$ cat config.mk
export PLATFORM = sky130hd
export DESIGN_NAME = satu_cell
export DESIGN_NICKNAME = d
export VERILOG_FILES = /design/src/design/satu_pkg.sv /design/src/design/satu_cell.sv
export SDC_FILE = /design/constraint.sdc
export NUM_CORES = 1
export LEC_CHECK = 0
export ABC_AREA = 1
export ABC_CLOCK_PERIOD_IN_PS = 2050
export BUFFER_PORTS_ARGS = -buffer_cell sky130_fd_sc_hd__buf_2
export CAP_MARGIN = 0
export CORE_ASPECT_RATIO = 0.8
export CORE_MARGIN = 3
export CORE_UTILIZATION = 37
export CTS_BUF_LIST = sky130_fd_sc_hd__clkbuf_16
export CTS_CLUSTER_DIAMETER = 50
export CTS_CLUSTER_SIZE = 40
export DETAILED_ROUTE_END_ITERATION = 8
export GPL_TIMING_DRIVEN = 0
export PLACE_DENSITY_LB_ADDON = 0.08
export SETUP_SLACK_MARGIN = 0.1
export SLEW_MARGIN = 20
export SYNTH_ARGS = -nofsm -noshare
export SYNTH_HDL_FRONTEND = slang
export SYNTH_SLANG_ARGS = --single-unit
export TNS_END_PERCENT = 20
$ cat constraint.sdc
create_clock -name clock -period 2.05 [get_ports clock]
set_input_delay 0.5125 -clock clock [delete_from_list [all_inputs] [get_ports clock]]
set_output_delay 0.5125 -clock clock [all_outputs]
set_load 0.05 [all_outputs]
$ cat src/design/satu_pkg.sv
// satu_pkg: shared types and constants for the sorted array table unit.
// Used by every file in the design folder; depends on nothing.

package satu_pkg;

   localparam int CAPACITY_DEFAULT = 256;
   localparam int VALUE_W          = 32;
   localparam int INDEX_W          = 8;
   localparam int CFG_W            = 9;
   localparam int COUNT_OUT_W      = 9;
   localparam int GROUP_SIZE       = 16;

   localparam logic [CFG_W-1:0] CAP_RESET = 9'd256;

   // opcodes
   localparam logic [1:0] OP_INSERT = 2'd0;
   localparam logic [1:0] OP_REMOVE = 2'd1;
   localparam logic [1:0] OP_GET    = 2'd2;
   localparam logic [1:0] OP_FIND   = 2'd3;

   // result status codes
   localparam logic [1:0] STATUS_OK        = 2'd0;
   localparam logic [1:0] STATUS_FULL      = 2'd1;
   localparam logic [1:0] STATUS_NOT_FOUND = 2'd2;
   localparam logic [1:0] STATUS_BAD_INDEX = 2'd3;

   typedef struct packed {
      logic [1:0]         opcode;
      logic [VALUE_W-1:0] value;
      logic [INDEX_W-1:0] index;
   } req_item_type;

   typedef struct packed {
      logic [1:0]             status;
      logic [INDEX_W-1:0]     position;
      logic [VALUE_W-1:0]     read_value;
      logic [COUNT_OUT_W-1:0] entry_count;
   } rsp_item_type;

   // broadcast from the control to every cell
   typedef struct packed {
      logic               do_insert;
      logic               do_remove;
      logic               do_find;
      logic               do_get;
      logic [VALUE_W-1:0] value;
      logic [INDEX_W-1:0] index;
   } cell_ctrl_type;

   // what a cell shows its neighbors
   typedef struct packed {
      logic [VALUE_W-1:0] entry;
      logic               occ;
      logic               greater;
      logic               eq;
   } cell_link_type;

endpackage

$ cat src/design/satu_cell.sv
// satu_cell: one slot of the sorted table; compares against the broadcast
// value and shifts entries up (insert) or down (remove). Uses satu_pkg.

module satu_cell #(
   parameter int IDX = 0
) (
   input  logic                    clock,
   input  logic                    reset,
   input  satu_pkg::cell_ctrl_type ctrl,
   input  satu_pkg::cell_link_type prev_link,
   input  satu_pkg::cell_link_type next_link,
   output satu_pkg::cell_link_type link,
   output logic                    hit,
   output logic [satu_pkg::VALUE_W-1:0] get_data
);

   logic [satu_pkg::VALUE_W-1:0] entry_ff, entry_in;
   logic                         occ_ff, occ_in;
   logic                         greater, eq, prev_le, ins_here, first_eq;
   logic                         at_idx, at_or_above;

   assign greater     = occ_ff && (ctrl.value < entry_ff);
   assign eq          = occ_ff && (entry_ff == ctrl.value);
   assign prev_le     = prev_link.occ && !prev_link.greater;
   // new value lands where the left neighbor is occupied and not greater and this one is greater or empty
   assign ins_here    = prev_le && (greater || !occ_ff);
   // equal values sit together, so the first match is where the run starts
   assign first_eq    = eq && !prev_link.eq;
   assign at_idx      = (IDX == int'(ctrl.index));
   assign at_or_above = (IDX >= int'(ctrl.index));

   assign link.entry   = entry_ff;
   assign link.occ     = occ_ff;
   assign link.greater = greater;
   assign link.eq      = eq;

   assign hit      = (ctrl.do_insert && ins_here) || (ctrl.do_find && first_eq);
   assign get_data = (ctrl.do_get && at_idx) ? entry_ff : '0;

   always_comb begin
      entry_in = entry_ff;
      occ_in   = occ_ff;
      if (ctrl.do_insert) begin
         if (prev_link.greater) begin
            entry_in = prev_link.entry;
         end else if (ins_here) begin
            entry_in = ctrl.value;
         end
         occ_in = prev_link.occ;
      end else if (ctrl.do_remove && at_or_above) begin
         entry_in = next_link.entry;
         occ_in   = next_link.occ;
      end
   end

   always_ff @(posedge clock) begin
      if (reset) begin
         entry_ff <= '0;
         occ_ff   <= 1'b0;
      end else begin
         entry_ff <= entry_in;
         occ_ff   <= occ_in;
      end
   end

endmodule

Yosys cells after proc, flatten, opt, wreduce, memory -nomap -nowiden
Cells that the tools add are included.
{ "word_totals": {"out_inout_bits": 68, "reg_bits": 33, "wordCells": 30, "input_bits": 116} }
{ "classes": {"eq_ne": 2, "n_reduce_logical": 17, "magnitude_cmp": 2, "muxes": 7} }
{ "ops": {"columns": ["operator", "n"], "rows": [
  ["$mux 32", 5],
  ["$eq 32x32->1", 1],
  ["$lt 32x32->1", 1],
  ["$logic_and 1x1->1", 9],
  ["$ge 1x8->1 const A", 1],
  ["$logic_not 8->1", 1],
  ["$logic_not 1->1", 3],
  ["$ne 3x1->1 const B", 1],
  ["$logic_or 1x1->1", 2],
  ["$mux 1", 2],
  ["$reduce_and 2->1", 1],
  ["$reduce_bool 2->1", 1]
]} }

Logic depth before layout (Yosys ltp)
Gate-level depths: netlist (run 1).
{ "logic_depth": {"ltp_word": 7, "ltp_mapped": 21, "ltp_nobuf": 20} }

Worst setup path after synthesis (run 1)
OpenSTA, ideal clock, no wires.
{ "synth_path": {"path_kind": "flip-flop to output port", "startpoint": "register entry_ff[3] (netlist bit)", "endpoint": "output hit", "setup_slack_ps": -1286, "required_time_ps": 1537, "t_arrival_ps": 2823, "path_stages_with_launch": 16, "path_buffers": 0, "cell_sequence": "dfxtp_1 > inv_1 > ha_1 > nand2_1 > inv_1 > nand2_1 > nand2_1 > nand2_1 > nand2_1 > nand2_1 > nand2_1 > nand2_1 > nand2_1 > nand2_2 > nand2_4 > o21ai_0"} }
{ "synth_via": {"elab_chain_cells": 6, "elab_cells_between_ends": 10, "classes_between": "1 x order compare; 1 x eq/ne; 8 x reduce/logical"} }
{ "synth_lines": {"columns": ["item", "line", "source"], "rows": [
  ["start, declared", "satu_cell.sv:17", "logic [satu_pkg::VALUE_W-1:0] entry_ff, entry_in;"],
  ["start signal, assigned", "satu_cell.sv:61", "entry_ff <= entry_in;"],
  ["$lt 32x32->1", "satu_cell.sv:22", "assign greater = occ_ff && (ctrl.value < entry_ff);"],
  ["$logic_and 1x1->1", "satu_cell.sv:22", null],
  ["$logic_or 1x1->1", "satu_cell.sv:26", "assign ins_here = prev_le && (greater || !occ_ff);"],
  ["$logic_and 1x1->1", "satu_cell.sv:26", null],
  ["$logic_and 1x1->1", "satu_cell.sv:37", "assign hit = (ctrl.do_insert && ins_here) || (ctrl.do_find && first_eq);"],
  ["$logic_or 1x1->1 (*)", "satu_cell.sv:37", null],
  ["end, declared", "satu_cell.sv:13", "output logic hit,"]
]} }
Mark *: on every way between the ends. The rest lies on a longest branch, timed or not.

Worst setup path after layout (run 1)
{ "layout_path": {"startpoint": "register entry_ff[30] (netlist bit)", "endpoint": "output hit"} }
{ "layout_via": {"elab_cells_between_ends": 10, "classes_between": "1 x order compare; 1 x eq/ne; 8 x reduce/logical"} }
{ "layout_lines": {"columns": ["item", "line", "source"], "rows": [
  ["$eq 32x32->1", "satu_cell.sv:23", "assign eq = occ_ff && (entry_ff == ctrl.value);"],
  ["$logic_and 1x1->1", "satu_cell.sv:23", null],
  ["via eq", "satu_cell.sv:19", "logic greater, eq, prev_le, ins_here, first_eq;"],
  ["$logic_and 1x1->1", "satu_cell.sv:28", "assign first_eq = eq && !prev_link.eq;"],
  ["$logic_and 1x1->1", "satu_cell.sv:37", null],
  ["$logic_or 1x1->1", "satu_cell.sv:37", null]
]} }
The timed path passes the listed nets, and every way through them passes these cells.

==> results of run 1 <==
==> metrics by stage <==
step	std cells	power (W)
after floorplan	517	0.00149
after global placement	805	0.00178
after detailed placement	805	0.00180
after CTS	822	0.00261
after global routing	835	0.00293
final	835	0.00276
==> flip-flops by register name, indices dropped and copies added (netlist names) <==
| signal | count |
|---|---|
| entry_ff | 32 |
| occ_ff | 1 |
==> cell type report <==
cell class                      count  area share [%]
Buffer                             29            4.29
Clock buffer                        5            2.12
Clock inverter                      3           0.212
Inverter                           47            3.76
Multi-Input combinational cell    408            49.5
Sequential cell                    33            13.2
Tap cell                          108            2.29
Timing Repair Buffer              202            24.6
==> what timing repair did <==
item,4_1_cts,5_1_grt
setup buffers,8,8
resized for setup,118,71
endpoints found under the setup margin,67,67
cloned,1,6
pin swaps,19,21
==> worst reg2reg max path, stage by stage, from the launching register on <==
cell       delay (ns)
dfxtp_4          0.34
inv_2            0.07
ha_4             0.27
nand2_2          0.06
nor2_4           0.14
nand2_4          0.08
nor2_4           0.13
nand2_1          0.08
nand2_2          0.07
nand2_2          0.06
nand2_4          0.08
buf_6            0.12
nand2_8          0.08
nand2_8          0.15
clkbuf_16        0.18
nand2_4          0.05
nand2_2          0.05
nor2_2           0.03
==> worst paths after layout <==
check	endpoint	slack (ns)	depth (start not counted)
setup / recovery	hit	-0.49	10
hold / removal	entry_ff[18]	0.51	2
setup reg to reg	entry_ff[3]	-0.11	17
hold reg to reg	entry_ff[18]	0.51	2
==> where the power goes <==
part           internal, W  leakage [nW]  total, W  switching (W)
clock             0.000440        0.0687  0.000735       0.000296
combinational     0.000494          2.35   0.00127       0.000781
sequential        0.000696         0.293  0.000747      0.0000514
total              0.00163          2.71   0.00276        0.00113
==> per-layer routing <==
metal / routed length [µm] / share of wire [%] / GRT usage (%)
met5: 0 / 0 / 0
met3: 983 / 7.8 / 4.96
met2: 6190 / 49 / 43.3
met4: 175 / 1.4 / 6.68
met1: 5330 / 42 / 31.4
==> synthesized netlist by cell type, drive strengths merged <==
master and instances:
nand2 138, nor2 127, o21ai 62, inv 46
dfxtp 33, ha 32, a21oi 23, clkbuf 16
nand3 15, buf 14, nand4 2, nor4 2
o21a 2, a21o 1, and2 1, clkinv 1
nand3b 1, nor4b 1
==> cell usage in the layout (no fill, tap or decap), drive strengths merged, types with 4 or more instances in the layout <==
cell type / Yosys / final
a21oi: 23 / 23
buf: 14 / 209
clkbuf: 16 / 27
clkinv: 1 / 4
dfxtp: 33 / 33
ha: 32 / 32
inv: 46 / 46
nand2: 138 / 139
nand3: 15 / 15
nor2: 127 / 127
o21ai: 62 / 62
==> kinds of logic (layout without fill, tap and decap cells) <==
logic type	Yosys count	count (layout)	share of synthesized area, %
AND/OR/NAND/NOR	287	288	40.9
adder cells (fa/ha/maj)	32	32	12.7
AO/OA/AOI/OAI	88	88	14.2
buffers and inverters	77	286	11.2
flip-flops	33	33	21.0
==> results by group, run 1 <==
Status
  – Outcome: finished with violations
  – Failing checks: negative setup slack

STA
  – Final Hold Viols: 0
  – Unrepaired setup endpoints after global routing: true
  – Tcrit/Tclk final: 124%
  – Clock Skew: 0.00312 ns
  – Worst slew pin tran: 0.588 ns
  – Max_slew headroom: 60.8%
  – Count of pins over their slew limit: 0
  – Final Worst Setup Slack: -0.493 ns
  – Max Freq: 0.393 GHz
  – Min Hold Slack: 0.511 ns
  – Final setup TNS: -5.52 ns
  – Tmin final: 2.54 ns
  – Final Setup Violations: 65

Synth
  – Syn_nets: 665
  – Flip-flop and latch count after synthesis: 33
  – Ys Warns: 0
  – Top post-synthesis cells by area: dfxtp_1 21%, nor2_1 14%, nand2_1 14%, ha_1 13%, o21ai_0 9.7%
  – Post-synth top area share: 21.0%
  – Mean Syn Cell Area: 6.10 µm²
  – Library cells used by synthesis: 28
  – Part of the Yosys area used for sequential elements: 21.0%
  – Mapped Area: 0.00315 mm²
  – Cell count after synthesis: 517
  – Top cell type by total area after synthesis: dfxtp_1

Global route
  – Largest net degree at the start of global routing: 11
  – First-pass GRT wire length: 18,800 µm
  – Vias in the first global route: 3,931
  – GR Util All Layers: 24.8%
  – Initial antenna violation count: 0
  – Residual overflow from global routing: 0

Worst setup path
  – Setup crit end kind: output pin
  – CP cell instances: inv_2 > ha_4 > nand2_2 > nor2_4 > nand2_4 > nor2_4 > nor4b_4 > nand3b_1 > o21ai_4 > buf_8
  – Most used cell, CP: nor2_4
  – Worst Setup SP: entry_ff[30]
  – WP data required: 1.54 ns
  – Crit path kind: flop to output pin
  – Slowest cell on crit path: dfxtp_4
  – Crit Path Max Fanout: 3
  – Reg2reg start: entry_ff[30]
  – Max incr delay on CP: 0.34 ns
  – Critical Path AT: 2.03 ns
  – Type of origin of the critical path: flop
  – WP buf/inv: 2
  – CP top delay family: simple AND/OR/NAND/NOR gates

Cells and area
  – Final instance area: 0.00589 mm²
  – Sequential Area: 778 µm²
  – Diode count: 0
  – Share of layout cells above drive strength 1: 58.7%
  – Area grow syn2layout: 86.8%
  – Fillers: 668
  – Final core utilization: 72.8%
  – Multi-input logic area: 0.00292 mm²
  – Layout Nets: 874

Clocking
  – Root Buffer: clkbuf_16
  – Cts hold-fix bufs: 0
  – H-tree lvl count: 2
  – Clock Pin Slew Worst Setup and Hold Paths: 0.06 ns
  – Clock Latency Late Sink: 0.28 ns
  – Clock Sinks: 33
  – CTS tree: built
  – Max Root-Sink Buffers: 2
  – CTS Buf Count: 5

Detailed routing
  – Post-route ant nets: 0
  – DRT Wirelength: 12,700 µm
  – Via/cell ratio: 4.92
  – Vias: 4,110
  – Initial DRC Count: 230
  – Drt drc: 0
  – TritonRoute pass-1 iters: 4
  – Drt wl/cell: 15.2 µm

Power and ir drop
  – Cell Pwr Density: 468 mW/mm²
  – Maximum VDD drop: 0.273 mV
  – Leakage: 2.71 nW

Placed design
  – Post-Place Cell Area: 0.00477 mm²
  – GPL Wtd Cong: 0.871
  – Place WS: -0.739 ns
  – PortBufs: 180
  – Detailed Place HPWL: 9160 µm

Flow run
  – Max_cap viols: 0

Die
  – I/O pins: 184
  – Die area: 0.00967 mm²
  – Die H: 88.6 µm
  – Starting Density: 39.0%
  – FP Rows: 29
  – CORE AREA: 0.00809 mm²
  – Die width: 109 µm

Worst hold path
  – Worst hold path type: flop to flop
  – Worst hold start: entry_ff[18]
No activity file was read; power rests on OpenSTA's default activity.
==> run 2, diff against run 1 <==
--- a/config.mk
+++ b/config.mk
@@ -6,7 +6,7 @@
 export NUM_CORES = 1
 export LEC_CHECK = 0
 export ABC_AREA = 1
-export ABC_CLOCK_PERIOD_IN_PS = 2050
+export ABC_CLOCK_PERIOD_IN_PS = 2780
 export BUFFER_PORTS_ARGS = -buffer_cell sky130_fd_sc_hd__buf_2
 export CAP_MARGIN = 0
 export CORE_ASPECT_RATIO = 0.8
@@ -16,7 +16,6 @@
 export CTS_CLUSTER_DIAMETER = 50
 export CTS_CLUSTER_SIZE = 40
 export DETAILED_ROUTE_END_ITERATION = 8
-export GPL_TIMING_DRIVEN = 0
 export PLACE_DENSITY_LB_ADDON = 0.08
 export SETUP_SLACK_MARGIN = 0.1
 export SLEW_MARGIN = 20
==> constraint.sdc (replaced) <==
create_clock -name clock -period 2.78 [get_ports clock]
set_input_delay 0.695 -clock clock [delete_from_list [all_inputs] [get_ports clock]]
set_output_delay 0.695 -clock clock [all_outputs]
set_load 0.05 [all_outputs]
==> run 2 against run 1 <==
Against the previous run:
- the run still ends with negative setup slack left
- total power shrank 30%
- global-route usage fell by 3.0 points
- final cell count fell by 2.6%
==> results by group, run 2 (synthesis gave the netlist of run 1 again) <==
Status
  – Outcome: finished with violations
  – Failing checks: negative setup slack

Power and ir drop
  – Pint: 0.00118 W (-28%)
  – Tot Pwr: 0.00193 W (-30%)
  – Clock power share: 26.7% (about the same)
  – Logic pwr share: 45.2% (-1.0 points)
  – Reg power frac: 28.1% (+1.0 points)
  – Switching Fraction: 38.7% (-2.2 points)
  – Maximum VDD drop: 0.217 mV (-20%)
  – Cell Pwr Density: 382 mW/mm² (-18%)
  – NetSw: 0.000745 W (-34%)
  – Leakage: 2.53 nW (-6.4%)

Cells and area
  – Top flop regs: entry_ff: 32 flops, occ_ff: 1 flops
  – Biggest register: entry_ff
  – Commonest cells after routing, fill and taps aside: 147 x buf_2, 109 x nor2_1, 99 x nand2_1
  – Layout Nets: 852 (-2.5%)
  – Finished Layout Cells: 813 (-2.6%)
  – Commonest non-fill, non-tap cell in the layout: buf_2
  – Diode count: 0 (unchanged)
  – Largest register FFs: 32 (unchanged)
  – Share of layout cells above drive strength 1: 45.7% (-13 points)
  – Area grow syn2layout: 60.0%
  – Final core utilization: 62.3% (-10 points)

Global route
  – Vias in the first global route: 3,594 (-8.6%)
  – Residual overflow from global routing: 0 (unchanged)
  – Initial antenna violation count: 0 (unchanged)
  – First-pass GRT wire length: 16,800 µm (-11%)
  – Largest net degree at the start of global routing: 34 (+23)
  – GR Util All Layers: 21.8% (-3.0 points)

Worst setup path
  – Slowest cell on crit path: ha_1
  – Critical Path AT: 2.15 ns (+0.12 ns)
  – CP cell instances: buf_2 > ha_1 > nand2_2 > nor2_4 > nand2_4 > nor2_4 > nor4b_4 > nand3b_1 > o21ai_4 > buf_6
  – Most used cell, CP: nor2_4
  – Type of origin of the critical path: input pin
  – Crit Path Max Fanout: 2 (-1)
  – Setup crit end kind: output pin
  – WP data required: 2.09 ns (+0.55 ns)
  – Crit path kind: input pin to output pin
  – Max incr delay on CP: 0.29 ns (-0.05 ns)

Detailed routing
  – Drt wl/cell: 13.9 µm (-8.7%)
  – DRT Wirelength: 11,300 µm (-11%)
  – Initial DRC Count: 206 (-10%)
  – Vias: 3,878 (-5.6%)
  – Post-route ant nets: 0 (unchanged)
  – Drt drc: 0 (unchanged)
  – TritonRoute pass-1 iters: 5 (+1)
  – Via/cell ratio: 4.77 (-3.1%)

Placed design
  – Inst Count DP: 804 (-0.12%)
  – PortBufs: 181 (+0.56%)
  – Detailed Place HPWL: 8310 µm (-9.3%)
  – GPL Wtd Cong: 0.904 (+3.8%)

Die
  – FP Rows: 29 (unchanged)
  – CORE AREA: 0.00809 mm² (unchanged)
  – Die width: 109 µm (unchanged)
  – Die H: 88.6 µm (unchanged)
  – Starting Density: 39.0% (unchanged)
  – Die area: 0.00967 mm² (unchanged)
  – I/O pins: 184 (unchanged)

Clocking
  – Clock Pin Slew Worst Setup and Hold Paths: 0.05 ns (about the same)
  – CTS Buf Count: 5 (unchanged)
  – CTS tree: built
  – Max Root-Sink Buffers: 2 (unchanged)
  – Clock Sinks: 33 (unchanged)
  – Root Buffer: clkbuf_16
  – Clock Latency Late Sink: 0.27 ns (about the same)
  – Cts hold-fix bufs: 0 (unchanged)
  – H-tree lvl count: 2 (unchanged)

STA
  – Final Hold Viols: 0 (unchanged)
  – Count of pins over their slew limit: 0 (unchanged)
  – Max Freq: 0.352 GHz
  – Max_slew headroom: 70.1% (+9.3 points)
  – Final setup TNS: -0.0626 ns (+5.46 ns)
  – Tmin final: 2.84 ns
  – Clock Skew: 0.00364 ns (+0.000524 ns)
  – Final Setup Violations: 1 (-98%)
  – Worst slew pin tran: 0.448 ns (-0.140 ns)
  – Unrepaired setup endpoints after global routing: true
  – Final Worst Setup Slack: -0.0626 ns (+0.430 ns)
  – Tcrit/Tclk final: 102%

Flow run
  – Max_cap viols: 0 (unchanged)

Worst hold path
  – Worst hold path type: flop to flop
## run 2: cell types whose count changed in the layout (fill, tap and decap cells not counted), sizes merged
cell | before | now
inv | 46 | 49
clkinv | 4 | 1
clkbuf | 27 | 19
buf | 209 | 196
nand2 | 139 | 138
## run 2: path summary, 6_finish.rpt
path | start | slack, ns | endpoint | cells past startpoint
hold reg to reg | entry_ff[18] | 0.50 | entry_ff[18] | 2
setup reg to reg | entry_ff[22] | 0.48 | entry_ff[12] | 18
setup / recovery | ctrl[38] | -0.06 | hit | 10
hold / removal | entry_ff[18] | 0.50 | entry_ff[18] | 2
## run 2: worst max-delay path: cells and delay by family
kind,cells,cell delay (ns)
fa+ha+maj,1,0.29
buf+inv,2,0.29
simple gates,6,0.78
compound gates,1,0.09
## run 2: routing by layer
metal	wire length [µm]	global-route usage, %
met5	0	0
met4	63	3.74
met3	908	3.94
met2	5390	37.1
met1	4920	29.4
## run 2: cell type report
cell class	count	area [µm²]
fillers	749	3050
flip-flops and latches	33	672
well taps	108	135
multi-input cells	407	2620
repair buffers	210	1300
inverters	47	176
clock buffers	5	125
clock inverters	3	11.3
## run 2: what timing repair did
| item | CTS | global route |
|---|---|---|
| endpoints found under the setup margin | 3 | 34 |
| pin swaps | 12 | 36 |
| resized for setup | 26 | 99 |
| buffers inserted | 1 | 0 |
## run 2: power groups by stage
stage          sequential (W)  combinational (W)  clock [W]
6_report             0.000542           0.000870   0.000514
5_1_grt              0.000547           0.000963   0.000546
3_5_place_dp         0.000550           0.000731          0
4_1_cts              0.000541           0.000760   0.000528
2_1_floorplan        0.000686           0.000359          0
3_3_place_gp         0.000549           0.000721          0
## run 2: per-stage QoR
step / worst slack [ns] / hold WS [ns] / area (µm²)
CTS: -0.0773 / 0.512 / 4560
global route: -0.167 / 0.548 / 5040
floorplan: 0.0473 / 0.481 / 3180
global placement: -0.343 / 0.488 / 4290
finish: -0.0626 / 0.501 / 5040
detailed placement: -0.365 / 0.496 / 4290
